$ cat src/rtl/fmarc_pkg.sv
// Shared types, codes and helper functions for the first-match access rule checker.
// Used by every module of the block; depends on nothing else.
`default_nettype none

package fmarc_pkg;

  // Request kinds.
  typedef enum logic [1:0] {
    OP_WRITE = 2'd0,
    OP_CHECK = 2'd1,
    OP_AUDIT = 2'd2
  } op_e;

  // Rule source kinds.
  typedef enum logic [1:0] {
    SRC_PREFIX   = 2'd0,
    SRC_LOOPBACK = 2'd1,
    SRC_ANY_CERT = 2'd2,
    SRC_NAMED    = 2'd3
  } src_e;

  // Control states of the top level.
  typedef enum logic [1:0] {
    ST_IDLE = 2'd0,
    ST_WALK = 2'd1,
    ST_HOLD = 2'd2
  } state_e;

  // Transport codes; the unused code behaves like "any".
  localparam logic [1:0] TR_ANY   = 2'd0;
  localparam logic [1:0] TR_PLAIN = 2'd1;
  localparam logic [1:0] TR_ENC   = 2'd2;

  localparam int unsigned CAP_ADMIN_BIT = 3;
  localparam logic [7:0]  LOOPBACK_V4   = 8'd127;
  localparam logic [7:0]  WIDE_V4       = 8'd24;
  localparam logic [7:0]  WIDE_V6       = 8'd120;
  localparam logic [7:0]  PLEN_MAX_V4   = 8'd32;
  localparam logic [7:0]  PLEN_MAX_V6   = 8'd128;
  localparam logic [7:0]  HALF_BITS     = 8'd64;
  localparam logic [4:0]  COUNT_SAT     = 5'd31;

  // One stored rule, without its certificate tag.
  typedef struct packed {
    logic [63:0] hi;
    logic [63:0] lo;
    src_e        kind;
    logic        v6;
    logic [7:0]  plen;
    logic [1:0]  trans;
    logic [3:0]  caps;
    logic        force_ack;
  } rule_t;

  // Fields of a check request that the evaluator needs.
  typedef struct packed {
    logic [63:0] hi;
    logic [63:0] lo;
    logic        v6;
    logic [3:0]  need;
    logic        enc;
    logic        ver;
  } req_t;

  // Verdict on one rule.
  typedef struct packed {
    logic hit;
    logic grant;
    logic offend;
    logic any_cert;
  } verdict_t;

  // Mask with the top n bits of a 64-bit word set.
  function automatic logic [63:0] top_mask(input logic [7:0] n);
    logic [63:0] m;
    if (n == 8'd0) begin
      m = '0;
    end else if (n >= HALF_BITS) begin
      m = '1;
    end else begin
      m = 64'hFFFF_FFFF_FFFF_FFFF << (7'd64 - n[6:0]);
    end
    return m;
  endfunction

endpackage

`default_nettype wire

$ cat src/rtl/fmarc_rule_mem.sv
// Rule table storage: one write port and one registered read port.
// Depends on fmarc_pkg for the rule record type.
`default_nettype none

module fmarc_rule_mem #(
  parameter int unsigned DEPTH = 16,
  parameter int unsigned IDX_W = 4,
  parameter int unsigned TAG_W = 16
) (
  input  wire logic                 clk_i,
  input  wire logic                 wr_en_i,
  input  wire logic [IDX_W-1:0]     wr_addr_i,
  input  wire fmarc_pkg::rule_t     wr_rule_i,
  input  wire logic [TAG_W-1:0]     wr_tag_i,
  input  wire logic                 rd_en_i,
  input  wire logic [IDX_W-1:0]     rd_addr_i,
  output fmarc_pkg::rule_t          rd_rule_o,
  output logic [TAG_W-1:0]          rd_tag_o
);
  import fmarc_pkg::*;

  rule_t            rule_mem [DEPTH];
  logic [TAG_W-1:0] tag_mem  [DEPTH];

  // Write port.
  always_ff @(posedge clk_i) begin
    if (wr_en_i) begin
      rule_mem[wr_addr_i] <= wr_rule_i;
      tag_mem[wr_addr_i]  <= wr_tag_i;
    end
  end

  // Read port, registered: the data appears in the cycle after the read.
  always_ff @(posedge clk_i) begin
    if (rd_en_i) begin
      rd_rule_o <= rule_mem[rd_addr_i];
      rd_tag_o  <= tag_mem[rd_addr_i];
    end
  end

endmodule

`default_nettype wire

$ cat src/rtl/fmarc_rule_eval.sv
// Evaluates one stored rule against the current request: match, grant and audit verdict.
// Depends on fmarc_pkg for the rule, request and verdict types.
`default_nettype none

module fmarc_rule_eval #(
  parameter int unsigned TAG_W = 16
) (
  input  wire fmarc_pkg::rule_t     rule_i,
  input  wire logic [TAG_W-1:0]     rule_tag_i,
  input  wire fmarc_pkg::req_t      req_i,
  input  wire logic [TAG_W-1:0]     req_tag_i,
  output fmarc_pkg::verdict_t       verdict_o
);
  import fmarc_pkg::*;

  logic [63:0] hi_mask;
  logic [63:0] lo_mask;
  logic        prefix_hit;
  logic        loop_hit;
  logic        src_hit;
  logic        blocked;
  logic        broad;

  // Prefix comparison over both address halves.
  always_comb begin
    hi_mask = top_mask(rule_i.plen);
    lo_mask = (rule_i.plen > HALF_BITS) ? top_mask(rule_i.plen - HALF_BITS) : '0;
    prefix_hit = (rule_i.v6 == req_i.v6) &&
                 (((rule_i.hi ^ req_i.hi) & hi_mask) == '0) &&
                 (((rule_i.lo ^ req_i.lo) & lo_mask) == '0);
    loop_hit = req_i.v6 ? ((req_i.hi == 64'd0) && (req_i.lo == 64'd1))
                        : (req_i.hi[63:56] == LOOPBACK_V4);
  end

  // Source decode.
  always_comb begin
    unique case (rule_i.kind)
      SRC_PREFIX:   src_hit = prefix_hit;
      SRC_LOOPBACK: src_hit = loop_hit;
      SRC_ANY_CERT: src_hit = req_i.ver;
      SRC_NAMED:    src_hit = req_i.ver && (req_tag_i != '0) && (rule_tag_i != '0) &&
                              (rule_tag_i == req_tag_i);
      default:      src_hit = 1'b0;
    endcase
  end

  // Transport filter, grant and audit verdict.
  always_comb begin
    blocked = ((rule_i.trans == TR_PLAIN) && req_i.enc) ||
              ((rule_i.trans == TR_ENC) && !req_i.enc);
    broad   = (rule_i.kind == SRC_ANY_CERT) ||
              ((rule_i.kind == SRC_PREFIX) &&
               (rule_i.plen < (rule_i.v6 ? WIDE_V6 : WIDE_V4)));
    verdict_o.hit      = !blocked && src_hit;
    verdict_o.grant    = |(rule_i.caps & req_i.need);
    verdict_o.offend   = rule_i.caps[CAP_ADMIN_BIT] && !rule_i.force_ack && broad;
    verdict_o.any_cert = (rule_i.kind == SRC_ANY_CERT);
  end

endmodule

`default_nettype wire

$ cat src/rtl/first_match_access_rule_check_top.sv
// Top level of the first-match access rule checker: control, request latch and result queue.
// Depends on fmarc_pkg, fmarc_rule_mem and fmarc_rule_eval.
//
// The block holds an ordered table of MAX_RULES access rules in a synchronous memory
// and answers one result per request. A write request stores a rule and answers
// without a walk. A check or audit request walks the active rules (rules_in_use,
// capped at MAX_RULES) through the single read port of the table, one rule per
// cycle. A check stops early at its first matching rule. One request is in work
// at a time; a finished result waits in the output register, and the next request
// can be taken meanwhile.
// The rules_in_use register must be written only while the block is idle.
`default_nettype none

module first_match_access_rule_check_top #(
  parameter int unsigned MAX_RULES     = 16,
  parameter int unsigned CERT_TAG_BITS = 16
) (
  input  wire logic        clk_i,
  input  wire logic        rst_ni,
  // Configuration
  input  wire logic        cfg_we_i,
  input  wire logic [4:0]  cfg_wdata_i,
  // Request channel
  input  wire logic        in_valid_i,
  output logic             in_stall_o,
  input  wire logic [1:0]  op_i,
  input  wire logic [3:0]  slot_i,
  input  wire logic [1:0]  source_kind_i,
  input  wire logic        is_v6_i,
  input  wire logic [63:0] addr_hi_i,
  input  wire logic [63:0] addr_lo_i,
  input  wire logic [7:0]  prefix_len_i,
  input  wire logic [1:0]  transport_i,
  input  wire logic [3:0]  caps_i,
  input  wire logic        force_ack_i,
  input  wire logic [15:0] cert_tag_i,
  input  wire logic [1:0]  req_flags_i,
  // Result channel
  output logic             out_valid_o,
  input  wire logic        out_stall_i,
  output logic             allowed_o,
  output logic [4:0]       offender_count_o,
  output logic             offender_any_cert_o,
  output logic [3:0]       first_offender_slot_o
);
  import fmarc_pkg::*;

  localparam int unsigned IDX_W = (MAX_RULES > 1) ? $clog2(MAX_RULES) : 1;
  localparam int unsigned CNT_W = $clog2(MAX_RULES + 1);

  state_e              state_q, state_d;
  logic [4:0]          rules_in_use_q;
  op_e                 op_q, op_d;
  req_t                req_q, req_d;
  logic [CERT_TAG_BITS-1:0] req_tag_q, req_tag_d;
  logic [CNT_W-1:0]    n_q, n_d;
  logic [CNT_W-1:0]    issue_idx_q, issue_idx_d;
  logic [CNT_W-1:0]    eval_idx_q, eval_idx_d;
  logic                rd_pending_q, rd_pending_d;
  logic                eval_last_q, eval_last_d;
  logic                res_allowed_q, res_allowed_d;
  logic [4:0]          res_count_q, res_count_d;
  logic                res_any_q, res_any_d;
  logic [3:0]          res_slot_q, res_slot_d;
  logic                out_valid_q, out_valid_d;
  logic                out_load;

  logic                in_accept;
  logic                wr_en;
  rule_t               wr_rule;
  logic [7:0]          plen_lim;
  logic [CERT_TAG_BITS-1:0] in_tag;
  logic                rd_en;
  rule_t               rd_rule;
  logic [CERT_TAG_BITS-1:0] rd_tag;
  verdict_t            verdict;
  logic [CNT_W-1:0]    n_in;

  assign in_accept = in_valid_i && !in_stall_o;
  assign in_stall_o = (state_q != ST_IDLE);
  assign in_tag = CERT_TAG_BITS'(32'(cert_tag_i));

  // Active rule count, capped at the table depth.
  assign n_in = (32'(rules_in_use_q) > MAX_RULES) ? CNT_W'(MAX_RULES) : CNT_W'(rules_in_use_q);

  // Rule record for a write request, prefix length saturated per family.
  always_comb begin
    plen_lim          = is_v6_i ? PLEN_MAX_V6 : PLEN_MAX_V4;
    wr_rule.hi        = addr_hi_i;
    wr_rule.lo        = addr_lo_i;
    wr_rule.kind      = src_e'(source_kind_i);
    wr_rule.v6        = is_v6_i;
    wr_rule.plen      = (prefix_len_i > plen_lim) ? plen_lim : prefix_len_i;
    wr_rule.trans     = transport_i;
    wr_rule.caps      = caps_i;
    wr_rule.force_ack = force_ack_i;
    wr_en = in_accept && (op_i == OP_WRITE) && (32'(slot_i) < MAX_RULES);
  end

  // Each table read is evaluated in the cycle after it is issued.
  assign rd_en = (state_q == ST_WALK) && (issue_idx_q < n_q);

  fmarc_rule_mem #(
    .DEPTH (MAX_RULES),
    .IDX_W (IDX_W),
    .TAG_W (CERT_TAG_BITS)
  ) u_mem (
    .clk_i     (clk_i),
    .wr_en_i   (wr_en),
    .wr_addr_i (IDX_W'(slot_i)),
    .wr_rule_i (wr_rule),
    .wr_tag_i  (in_tag),
    .rd_en_i   (rd_en),
    .rd_addr_i (issue_idx_q[IDX_W-1:0]),
    .rd_rule_o (rd_rule),
    .rd_tag_o  (rd_tag)
  );

  fmarc_rule_eval #(
    .TAG_W (CERT_TAG_BITS)
  ) u_eval (
    .rule_i     (rd_rule),
    .rule_tag_i (rd_tag),
    .req_i      (req_q),
    .req_tag_i  (req_tag_q),
    .verdict_o  (verdict)
  );

  // Next state, walk bookkeeping and result accumulation.
  always_comb begin
    state_d       = state_q;
    op_d          = op_q;
    req_d         = req_q;
    req_tag_d     = req_tag_q;
    n_d           = n_q;
    issue_idx_d   = issue_idx_q;
    eval_idx_d    = eval_idx_q;
    rd_pending_d  = 1'b0;
    eval_last_d   = eval_last_q;
    res_allowed_d = res_allowed_q;
    res_count_d   = res_count_q;
    res_any_d     = res_any_q;
    res_slot_d    = res_slot_q;
    out_load      = 1'b0;

    unique case (state_q)
      ST_IDLE: begin
        if (in_accept) begin
          op_d          = op_e'(op_i);
          req_d.hi      = addr_hi_i;
          req_d.lo      = addr_lo_i;
          req_d.v6      = is_v6_i;
          req_d.need    = caps_i;
          req_d.enc     = req_flags_i[0];
          req_d.ver     = req_flags_i[1];
          req_tag_d     = in_tag;
          n_d           = n_in;
          issue_idx_d   = '0;
          res_allowed_d = 1'b0;
          res_count_d   = '0;
          res_any_d     = 1'b0;
          res_slot_d    = '0;
          if (((op_i == OP_CHECK) || (op_i == OP_AUDIT)) && (n_in != '0)) begin
            state_d = ST_WALK;
          end else begin
            state_d = ST_HOLD;
          end
        end
      end
      ST_WALK: begin
        // Issue the next read.
        if (rd_en) begin
          issue_idx_d  = issue_idx_q + 1'b1;
          rd_pending_d = 1'b1;
          eval_idx_d   = issue_idx_q;
          eval_last_d  = (issue_idx_q == n_q - 1'b1);
        end
        // Evaluate the rule read last cycle.
        if (rd_pending_q) begin
          if (op_q == OP_CHECK) begin
            if (verdict.hit) begin
              res_allowed_d = verdict.grant;
              state_d       = ST_HOLD;
            end
          end else if (verdict.offend) begin
            if (res_count_q == '0) begin
              res_any_d  = verdict.any_cert;
              res_slot_d = 4'(eval_idx_q);
            end
            if (res_count_q < COUNT_SAT) begin
              res_count_d = res_count_q + 1'b1;
            end
          end
          if (eval_last_q) begin
            state_d = ST_HOLD;
          end
          if (state_d == ST_HOLD) begin
            rd_pending_d = 1'b0;
          end
        end
      end
      ST_HOLD: begin
        // Move the result out once the output register is free.
        if (!out_valid_q || !out_stall_i) begin
          out_load = 1'b1;
          state_d  = ST_IDLE;
        end
      end
      default: begin
        state_d = ST_IDLE;
      end
    endcase
  end

  always_comb begin
    out_valid_d = out_valid_q;
    if (out_valid_q && !out_stall_i) begin
      out_valid_d = 1'b0;
    end
    if (out_load) begin
      out_valid_d = 1'b1;
    end
  end

  // Control registers.
  always_ff @(posedge clk_i or negedge rst_ni) begin
    if (!rst_ni) begin
      state_q        <= ST_IDLE;
      rules_in_use_q <= '0;
      rd_pending_q   <= 1'b0;
      out_valid_q    <= 1'b0;
    end else begin
      state_q      <= state_d;
      rd_pending_q <= rd_pending_d;
      out_valid_q  <= out_valid_d;
      if (cfg_we_i) begin
        rules_in_use_q <= cfg_wdata_i;
      end
    end
  end

  // Request, walk and result payload registers.
  always_ff @(posedge clk_i) begin
    op_q          <= op_d;
    req_q         <= req_d;
    req_tag_q     <= req_tag_d;
    n_q           <= n_d;
    issue_idx_q   <= issue_idx_d;
    eval_idx_q    <= eval_idx_d;
    eval_last_q   <= eval_last_d;
    res_allowed_q <= res_allowed_d;
    res_count_q   <= res_count_d;
    res_any_q     <= res_any_d;
    res_slot_q    <= res_slot_d;
    if (out_load) begin
      allowed_o             <= res_allowed_q;
      offender_count_o      <= res_count_q;
      offender_any_cert_o   <= res_any_q;
      first_offender_slot_o <= res_slot_q;
    end
  end

  assign out_valid_o = out_valid_q;

  // An accepted request always leaves the idle state.
  assert property (@(posedge clk_i) disable iff (!rst_ni)
    in_accept |=> (state_q != ST_IDLE))
    else $error("accepted request did not start work");

  // A returning read always belongs to an active rule.
  assert property (@(posedge clk_i) disable iff (!rst_ni)
    rd_pending_q |-> (eval_idx_q < n_q))
    else $error("evaluated slot beyond active rule count");

  // The audit count never exceeds the number of active rules.
  assert property (@(posedge clk_i) disable iff (!rst_ni)
    (state_q == ST_WALK) |-> (32'(res_count_q) <= 32'(n_q)))
    else $error("audit count exceeds active rules");

  // A result only enters the output register when the previous one has gone.
  assert property (@(posedge clk_i) disable iff (!rst_ni)
    out_load |-> (!out_valid_q || !out_stall_i))
    else $error("pending result overwritten");

endmodule

`default_nettype wire

$ cat config.mk
export PLATFORM = sky130hd
export DESIGN_NAME = first_match_access_rule_check_top
export DESIGN_NICKNAME = d
export VERILOG_FILES = /design/src/rtl/fmarc_pkg.sv /design/src/rtl/fmarc_rule_mem.sv /design/src/rtl/fmarc_rule_eval.sv /design/src/rtl/first_match_access_rule_check_top.sv
export SDC_FILE = /design/constraint.sdc
export NUM_CORES = 2
export LEC_CHECK = 0
export ABC_AREA = 1
export CAP_MARGIN = 20
export CORE_MARGIN = 4
export CORE_UTILIZATION = 25
export CTS_CLUSTER_DIAMETER = 120
export DETAILED_ROUTE_END_ITERATION = 12
export DONT_BUFFER_PORTS = 1
export PLACE_DENSITY = 0.44
export SYNTH_ARGS = -nofsm -noshare
export SYNTH_HDL_FRONTEND = slang
export SYNTH_HIERARCHICAL = 1
export SYNTH_SLANG_ARGS = --single-unit
$ cat constraint.sdc
create_clock -name clk_i -period 20.9 [get_ports clk_i]
set_input_delay 4.18 -clock clk_i [delete_from_list [all_inputs] [get_ports clk_i]]
set_output_delay 4.18 -clock clk_i [all_outputs]
set_load 0.01 [all_outputs]
Word level (Yosys, flattened, before mapping)
Memories as Yosys holds them, arrays and structs flattened. A register that Yosys moved wholly into a read port is not among the register bits. Cells that the tools add are included.

Bits in read-only memories: 0. Bits in latches: 0. Output and inout port bits: 13. Memories kept: 2. RAM bits: 2592. Flip-flop bits (word level): 199. Input port bits: 180. Word-level logic and storage cells: 178.

Shift-type cells: 2. Mux-type cells: 55. Bitwise logic cells: 5. Equal/unequal tests: 26. $mul: 0. $add $sub $neg: 6. Reductions and logical operators: 50. Div/mod/pow operators: 0. $lt $le $gt $ge: 8.

Memory list: u_mem.rule_mem (depth 16, width 146, rd ports 1, clocked after Yosys merged registers in 1, wr ports 1, RTL line fmarc_rule_mem.sv:22) `rule_t rule_mem [DEPTH];`; u_mem.tag_mem (depth 16, width 16, rd ports 1, clocked after Yosys merged registers in 1, wr ports 1, RTL line fmarc_rule_mem.sv:23) `logic [TAG_W-1:0] tag_mem [DEPTH];`.

Operator list (number): 64-bit two-way mux (5); 64-bit zero test (3); 64-bit AND (2); 64-bit by 7-bit left shift with 64-bit output, first input constant (2); 64-bit XOR (2); 64-bit by 1-bit == test with 1-bit output, second input constant (1); 5-bit two-way mux (7); 16-bit nonzero test (2); 4-bit two-way mux (5); 5-bit one-hot mux with 2 select lines (2); 1-bit two-way mux (19); 2-bit two-way mux (9); 1-bit logical AND (17); 16-bit == test (1); 8-bit by 7-bit greater-or-equal comparator with 1-bit output, second input constant (2); 8-bit zero test (2); 8-bit two-way mux (2); 7-bit subtractor, first input constant (2); 2-bit == test, second input constant (6); 6-bit AND reduction (2); 5-bit by 1-bit adder with 5-bit output, second input constant (2); 2-bit by 1-bit == test with 1-bit output, second input constant (5); 2-bit by 1-bit inequality test with 1-bit output, second input constant (5); 2-bit inequality test, second input constant (5); other kinds (27) (42).

Depth between registers and ports, before layout
Word-level depth: 20. Gate-level depth with buffers: 26. Gate-level depth less buffers: 25.

By module
The synthesis kept the hierarchy.

Modules (own cells, without submodules): fmarc_rule_mem (sequential area each 82699.3 µm², instances 1, cells each 9834, area an instance 112477.9 µm²); first_match_access_rule_check_top (sequential area each 5930.7 µm², instances 1, cells each 413, area an instance 6937.9 µm²); fmarc_rule_eval (sequential area each 0.0 µm², instances 1, cells each 911, area an instance 4708.3 µm²).

Least setup slack after synthesis
OpenSTA, ideal clock, no wires.

Path kind: input-to-reg. Start point: input in_valid_i. End point: memory u_mem/rule_mem[10][0] in the netlist's numbering (enable). Arrival time: 18.522 ns. Required time: 20.213 ns. Buffers on the path: 0. Library setup time: 0.687 ns. Path slack: 1.692 ns. Cell stages on the path: 6. Cells stage by stage: inv_1 nor2_1 inv_1 nor2_1 nand3_1 nor2_1.

Word-level cells in the longest chain between the ends: 4.

Ends and longest elaborated chain: start: declaration (RTL line first_match_access_rule_check_top.sv:24) `input wire logic in_valid_i,`; 1-bit logical AND (RTL line first_match_access_rule_check_top.sv:79) `assign in_accept = in_valid_i && !in_stall_o;`; 1-bit logical AND (RTL line first_match_access_rule_check_top.sv:97) `wr_en = in_accept && (op_i == OP_WRITE) && (32'(slot_i) < MAX_RULES);`; named net wr_en (RTL line first_match_access_rule_check_top.sv:69) `logic wr_en;`; 1-bit two-way mux (RTL line fmarc_rule_mem.sv:27) `if (wr_en_i) begin`; 1-bit two-way mux (not written as such) (RTL line fmarc_rule_mem.sv:28) `rule_mem[wr_addr_i] <= wr_rule_i;`; end: declaration (RTL line fmarc_rule_mem.sv:22).

The timed path passes the listed nets, and every way through them passes these cells.

Worst setup path in the final report
Start point: input in_valid_i. End point: memory u_mem/rule_mem[3][132] in the netlist's numbering (enable).

Same word-level chain as after synthesis.

==> reports/results.tsv <==
metric	value	unit
run status	finished, final reports clean	
hold endpoint	offender_any_cert_o	
initial cell density of the core	25.1	%
pwr dens	134	nW/µm²
slowest stage cell, crit path	buf_4	
Critical Path Max Stage Delay	0.73	ns
fmax	0.118	GHz
Max-Slew Margin vs Limit	19.7	%
top_reg_cell synth	edfxtp_1	
final hold vios	0	
hold_sp	res_any_q	
Slew Limit Fails	0	
Final setup viols	0	
worst hold path class	flop to flop	
Detailed Route WL	377000	µm
WL/cell	21.0	µm
CP Class	primary input to flop	
postcts setup bufs	0	
Total GRT Usage	14.4	%
Core ar.	494000	µm²
die outline area	508000	µm²
Nets	11272	
post-route cell area	141000	µm²
Ports	193	
synth top area cells	edfxtp_1 71%, nand2_1 12%, nand3_1 8.1%, inv_1 3.6%, buf_2 1.2%	
mapped cell area	124000	µm²
period utilization	40.5	%
grt met3 use	2.04	%
Area Growth Syn to Fin	14.0	%
top-area cell type share of the netlist area	71.2	%
synthesized area per cell	11.1	µm²
post-DP HPWL	216000	µm
Post-DRT Antenna Nets	0	
top-count cell post-synth	nand2_1	
# hold bufs at CTS	0	
Worst VDD drop	0.000136	V
Port-buffer cells	0	
Placed Area	131000	µm²
RR Endpoint	u_mem/rule_mem[3][132]	
GR met1 Demand/Resource	20.2	%
Max Cap Violations	0	
RSZ-0062 raised after global routing	no	
total iterations of the first detailed-routing run	6	
slew of the pin with the lowest slew margin	1.19	ns
Tmin final	8.46	ns
syn_nets	11358	
clock sink total	2953	
final core utilization	28.6	%
Worst Path Arrival	9.01	ns
cts repair resizes	0	
die width	713	µm
initial drt markers	6130	
Lkg Pwr	54.1	nW
layout cell share with drive strength beyond 1	5.90	%
CTS root buffer	clkbuf_16	
CTS tree	built	
Hold Crit Depth	0	
clock buffer depth	4	
FP Rows	258	
Yosys reg bits	2953	
clk_skew	0.0487	ns
largest area contributor in the netlist	edfxtp_1	
critical path's top delay family	buffers and inverters	
worst r2r src	state_q[0]	
Remaining DRCs	0	
first-pass GRT wire length	548000	µm
CP dominant cell by count	buf_4	
Total Neg Setup Slack	0	ns
number of synthesized flops with an enable pin	2944	
Num CTS Buffers	338	
CP Capture Type	flop	
Post-synth top cells	3,932 x nand2_1, 2,944 x edfxtp_1, 2,000 x nand3_1	
fraction of registers with async set/reset	0.305	%
clk_lat worst skew	0.95	ns
Die H	713	µm
fin cells	17971	
fin worst setup slack	12.44	ns
vias in the first global route	74937	
vias	77806	
Worst-path clk slew	0.06	ns
Placed Cells	17359	
Final Wtd Congestion	0.825	
Fillers	50712	
worst-path cell chain	inv_1 -> nor2_4 -> buf_4 -> inv_1 -> nor2_1 -> nand3_1 -> nor2_4 -> buf_4 -> buf_4 -> buf_4	
gr ovfl total	0	
CP bufs+invs	6	
sequential area share after synthesis	71.4	%
r2r setup slk	14.95	ns
crit start category	primary input	
grt peak-use layer	met2	
worst endpoint required time	21.45	ns
met2 Use GR	23.6	%
Via density	4.33	
largest net degree at the start of global routing	158	
Synthesis Warnings	6	
Mapped Cells	11158	
initial antenna violation count	16	
unique cell type count in the Yosys netlist	41	
r2r worst-path depth	11	
pre-CTS setup slack	11.35	ns
Critical Path Fanout Max	53	
H-Tree Depth	5	
state kept, by name, indices dropped and copies added, names as in the netlist:
register	flops
req_tag_q	16
u_mem/rd_rule_o	146
req_q	135
res_slot_q	4
res_allowed_q	1
n_q	5
rd_pending_q	1
issue_idx_q	5
rules_in_use_q	5
op_q	2
out_valid_o	1
allowed_o	1
u_mem/rule_mem	2336
u_mem/rd_tag_o	16
eval_idx_q	4
offender_count_o	5
offender_any_cert_o	1
eval_last_q	1
res_any_q	1
res_count_q	5
u_mem/tag_mem	256
state_q	2
first_offender_slot_o	4
logic make-up (layout without fill, tap and decap cells):
kind of cell | count (synthesis) | in the layout | synth area share (%)
other cells | 0 | 8 | 0
xor+xnor | 140 | 140 | 0.988
flops | 2953 | 2953 | 71.4
compound gates | 75 | 75 | 0.316
simple gates | 6206 | 6206 | 21.0
fa+ha+maj | 20 | 20 | 0.202
buf+inv | 1764 | 1939 | 6.05
routing by layer:
metal / routed length [µm] / part of all wire [%] / vias up
met5: 16 / 0.0042 / -
met4: 7930 / 2.1 / 4
met3: 18100 / 4.8 / 440
met2: 177000 / 47 / 1632
met1: 174000 / 46 / 38562
li1: - / - / 37168
layout by cell type, fill, tap and decap left out, types with 4 or more instances in the layout:
cell type / count
a21oi_1: 23
buf_12: 18
buf_4: 132
bufinv_16: 22
clkbuf_1: 86
clkbuf_16: 343
clkinv_1: 74
clkinv_16: 4
clkinv_2: 44
clkinv_8: 7
clkinvlp_4: 7
dfrtp_1: 9
diode_2: 8
edfxtp_1: 2944
ha_1: 20
inv_1: 1177
inv_16: 5
inv_2: 4
inv_6: 8
nand2_1: 3931
nand2_2: 7
nand3_1: 2000
nand4_1: 23
nor2_1: 142
nor2_4: 22
nor3_1: 4
nor4_1: 37
o21ai_0: 41
o21ai_1: 5
or2_2: 30
xnor2_1: 25
xor2_1: 115
through the flow:
step                power (mW)  hold slack (ns)
floorplan                 11.2            0.400
detailed placement        13.4            0.412
finish                    19.0            0.421
global placement          13.4            0.405
global route              20.0            0.438
CTS                       19.2            0.426
area by class of cell:
| class | instances | area (µm²) | area share (%) |
|---|---|---|---|
| antenna | 8 | 20.0 | 0.0142 |
| clock buffer | 431 | 8930 | 6.31 |
| clock inverter | 170 | 1590 | 1.12 |
| inverter | 1187 | 4510 | 3.19 |
| multi-input combinational | 6441 | 28100 | 19.9 |
| sequential | 2953 | 88600 | 62.6 |
| tap | 6630 | 8300 | 5.86 |
| timing repair buffer | 151 | 1370 | 0.966 |
report_power, final:
| part | switching (mW) | internal, mW |
|---|---|---|
| combinational | 4.51 | 1.51 |
| clock | 2.45 | 3.30 |
| sequential | 0.197 | 6.99 |
worst max-delay path by stage:
stage	start	endpoint	slack, ns	cells past startpoint
after floorplan	in_valid_i	u_mem/rule_mem[10][0]	1.69	6
after global placement	in_valid_i	u_mem/rule_mem[14][141]	11.21	9
after detailed placement	in_valid_i	u_mem/rule_mem[3][144]	11.35	10
after CTS	in_valid_i	u_mem/rule_mem[3][132]	12.41	10
after global routing	in_valid_i	u_mem/rule_mem[3][132]	12.16	10
final	in_valid_i	u_mem/rule_mem[3][132]	12.44	10
(Power assumes the default switching activity.)
